===== src/sv/hcs_pkg.sv =====
// Package for the coverage sweep: operation codes, queue entry type, limits and a saturating add.
// No dependencies.
package hcs_pkg;
  localparam logic [1:0] OP_CLEAR = 2'd0;
  localparam logic [1:0] OP_LOAD  = 2'd1;
  localparam logic [1:0] OP_EVENT = 2'd2;
  localparam logic [29:0] LEN_MAX = 30'h3FFFFFFF;
  localparam logic [23:0] CNT_MAX = 24'hFFFFFF;
  localparam logic CFG_TARGET = 1'b0;
  localparam logic CFG_COUNT  = 1'b1;
  localparam int IN_BITS  = 105;
  localparam int OUT_BITS = 288;
  // position width, fixed by the 30-bit position fields of a beat
  localparam int POS_BITS = 30;

  typedef struct packed {
    logic [1:0]  operation;
    logic [9:0]  region_index;
    logic [29:0] region_start;
    logic [29:0] region_end;
    logic [29:0] event_pos;
    logic        event_haplo;
    logic        event_begin;
    logic        last_event;
  } item_t;

  function automatic logic [29:0] sat_add(input logic [29:0] a, input logic [30:0] b);
    logic [31:0] s;
    s = {2'b0, a} + {1'b0, b};
    return (s > {2'b0, LEN_MAX}) ? LEN_MAX : s[29:0];
  endfunction
endpackage


===== src/sv/hcs_front.sv =====
// Front: accepts input beats, unpacks them and pushes them into a short queue.
// Depends on hcs_pkg.
module hcs_front import hcs_pkg::*; (
  input  logic               clk,
  input  logic               rst,
  input  logic               s_tvalid,
  output logic               s_tready,
  input  logic [IN_BITS-1:0] s_tdata,
  input  logic               pop,
  output logic               q_valid,
  output item_t              q_item
);
  localparam int QD = 4;
  item_t q [QD];
  logic [1:0] wp, rp;
  logic [2:0] cnt;
  item_t in_item;
  logic push;

  always_comb begin
    in_item.operation    = s_tdata[1:0];
    in_item.region_index = s_tdata[11:2];
    in_item.region_start = s_tdata[41:12];
    in_item.region_end   = s_tdata[71:42];
    in_item.event_pos    = s_tdata[101:72];
    in_item.event_haplo  = s_tdata[102];
    in_item.event_begin  = s_tdata[103];
    in_item.last_event   = s_tdata[104];
  end

  assign s_tready = (cnt != 3'(QD));
  assign push = s_tvalid && s_tready;
  assign q_valid = (cnt != 3'd0);
  assign q_item = q[rp];

  always_ff @(posedge clk) begin
    if (push) q[wp] <= in_item;
    if (rst) begin
      wp <= '0; rp <= '0; cnt <= '0;
    end else begin
      if (push) wp <= wp + 2'd1;
      if (pop && q_valid) rp <= rp + 2'd1;
      cnt <= cnt + 3'(push) - 3'(pop && q_valid);
    end
  end
endmodule


===== config.mk =====
export PLATFORM = sky130hd
export DESIGN_NAME = hcs_front
export DESIGN_NICKNAME = d
export VERILOG_FILES = /design/src/sv/hcs_pkg.sv /design/src/sv/hcs_front.sv
export SDC_FILE = /design/constraint.sdc
export NUM_CORES = 1
export LEC_CHECK = 0
export BUFFER_PORTS_ARGS = -buffer_cell sky130_fd_sc_hd__buf_4
export CAP_MARGIN = 5
export CORE_MARGIN = 3
export CORE_UTILIZATION = 55
export CTS_CLUSTER_DIAMETER = 150
export DETAILED_ROUTE_END_ITERATION = 8
export GPL_ROUTABILITY_DRIVEN = 1
export HOLD_SLACK_MARGIN = 0.12
export PLACE_DENSITY_LB_ADDON = 0.12
export SYNTH_ARGS = -nofsm -noshare
export SYNTH_HDL_FRONTEND = slang
export SYNTH_SLANG_ARGS = --single-unit

===== constraint.sdc =====
create_clock -name clk -period 5.15 [get_ports clk]
set_clock_uncertainty 0.05 [all_clocks]
set_input_delay 0 -clock clk [delete_from_list [all_inputs] [get_ports clk]]
set_output_delay 0 -clock clk [all_outputs]
set_load 0.01 [all_outputs]

==> out/metrics.cfg <==
[global_routing]
grt_max_degree=106
track_usage_pct=20.0
grt_antenna_before_repair=0
grt_overflow=0
grt_pass1_vias=8050
grt_pass1_wl_um=46600

[worst_setup_path]
slowest_stage=and2_4
critPathLaunchType=register
cp_max_fo=60
path_class=reg -> reg
path_delay_family=simple AND/OR/NAND/NOR gates
crit_buf_inv=1
worstPathRequired_ps=5270
crit_arrival_ps=3030
slowest_delay_ps=880
crit_path_end_kind=register
crit_chain=nor2_1, a21boi_1, and2_4, buf_4

[floorplanning]
rows=61
io_pins=216
dieArea_sq_um=30500
initial_core_util_pct=56.1
die_h_um=175
die_x_um=175
core_area_sq_um=27900

[clock_network]
cts_resized=0
root_buffer=clkbuf_16
numCtsBuffers=43
htreeDepth=2
clk_latency_ps=530
clockBufferDepth=3
cts_setup_buffers=0
cts_num_sinks=429
cts.reportedPaths.clkPinSlew_ps=60
cts_tree=built

[power]
vdd_drop_max_mv=0.316
p_clk_share_pct=29.7
total_power_mw=9.71
pwr-share-seq_pct=45.5
powerDensity_nw_per_um2=484
power.static_leakage_nw=6.80
combPwrFrac_pct=24.7
p_sw_mw=2.49
internal-power_mw=7.22
p_sw_share_pct=25.7

[cells_and_area]
area_growth_pct=28.2
final_cell_mix=edfxtp_1, buf_4, dlygate4sd3_1, mux4_2, clkbuf_16
antenna_cells=0
layoutNonFillerInstCount=1362
fillers=1661
fin_util_pct=71.9
fin_area_sq_um=20000
nets=1068
drive_above_1_share_pct=40.0
layout_commonest_cell=edfxtp_1

[synth]
synth_seq_cells=429
avgSynthCellArea_sq_um=26.1
synth_area_sq_um=15600
yosysSeqAreaShare_pct=81.9
syn_nets=714
ys_warn_count=0
synth_cell_types=24
synthCells=598

[drt]
vias=7361
ant_nets=0
wl_met3_um=2030
avgViaCountPerCell=5.40
dr.pass1.iters=4
dr_wl_met2_um=15300
top_layer=met4
dr.first_iter.drc_count=595
wire_per_inst_um=22.0
wirelength_um=30000
wl_met1_um=12100
drc=0

[timing]
slew_headroom_pct=35.9
max_freq_mhz=343
timing.hold.ws_ps=167
drv_slew=0
max_slew.worst_pin.slew_ps=962
period_share_pct=56.6
setup_ws_ps=2240
rsz0062_at_grt=no
period_needed_ps=2910
setup_tns_ps=0
setup_violations=0
hold_viol_final=0

[placed_design]
gp_congestion=0.718
io_buffers=215
dp.cells=1176
dp_slack_ps=2200
postPlaceCellArea_sq_um=17600
hpwlAfterDp_um=17900

[worst_hold_path]
hp-class=in -> reg

[outcome]
outcome=completed

[flow_run]
cap_viol_max_count=0

-- power by group through the flow --
stage	Clock (mW)	Combinational (mW)	Sequential (mW)
final	2.89	2.40	4.42
after global routing	3.11	2.58	4.46
after CTS	2.95	2.46	4.43
after detailed placement	0	2.37	4.50
after global placement	0	2.34	4.46
after floorplan	0	1.42	4.45
-- synth_stat cells --
library cell	count	share of area (%)
a21boi_1	1	0.048
and2_1	5	0.20
buf_2	12	0.38
buf_6	1	0.072
buf_8	6	0.58
clkbuf_1	6	0.14
dfxtp_1	9	1.2
edfxtp_1	420	81
fa_1	1	0.13
ha_1	6	0.48
inv_1	5	0.12
mux2_2	1	0.072
mux2i_1	1	0.064
mux4_2	105	15
nand2_1	1	0.024
nand2b_1	2	0.080
nor2_1	8	0.19
nor2b_1	1	0.040
nor3_1	1	0.032
o311ai_0	1	0.056
o31a_1	1	0.056
or3_1	1	0.040
xnor2_1	1	0.056
xor2_1	2	0.11
-- worst register-to-register path, stage by stage, from the launching register on --
cell and delay [ps]:
dfxtp_1 460, nor2_1 110, a21boi_1 520, and2_4 880
buf_4 540
-- sequential cells by signal, indices dropped and copies added (netlist names), named ones only --
signal  flops
wp          2
rp          2
cnt         3
q         420
-- per-layer routing --
layer	vias to the layer above	track usage [%]
met5	-	0
met4	0	5.39
met3	43	4.33
met2	239	33.2
met1	3799	27.6
li1	3280	-
-- area by class of cell --
cell class | count | area, sq um | area share [%]
sequential | 429 | 12800 | 63.9
timing repair buffer | 334 | 2790 | 13.9
multi-input combinational | 139 | 2640 | 13.2
clock buffer | 53 | 1110 | 5.56
tap | 378 | 473 | 2.36
clock inverter | 24 | 199 | 0.993
inverter | 5 | 18.8 | 0.0937
-- what timing repair did --
| item | 4_1_cts | 5_1_grt |
|---|---|---|
| hold endpoints to repair | 429 | 0 |
| hold buffers | 109 | 0 |
| setup endpoints to repair | 0 | 0 |
-- kinds of logic after synthesis --
kind of cell    count (synthesis)  share of synthesized area [%]
mux                           107                           15.3
simple gates                   19                          0.609
flops                         429                           81.9
fa+ha+maj                       7                          0.609
compound gates                  3                          0.160
xor+xnor                        3                          0.168
buf+inv                        30                           1.30
-- worst paths after layout --
| kind | cells past startpoint | to | startpoint | slack (ps) |
|---|---|---|---|---|
| min | 2 | q[3][7] | s_tdata[76] | 170 |
| max | 4 | q[1][87] | cnt[1] | 2240 |
| max reg2reg | 4 | q[1][87] | cnt[1] | 2240 |
| min reg2reg | 2 | rp[1] | rp[1] | 480 |
No activity file was read; power rests on OpenSTA's default activity.
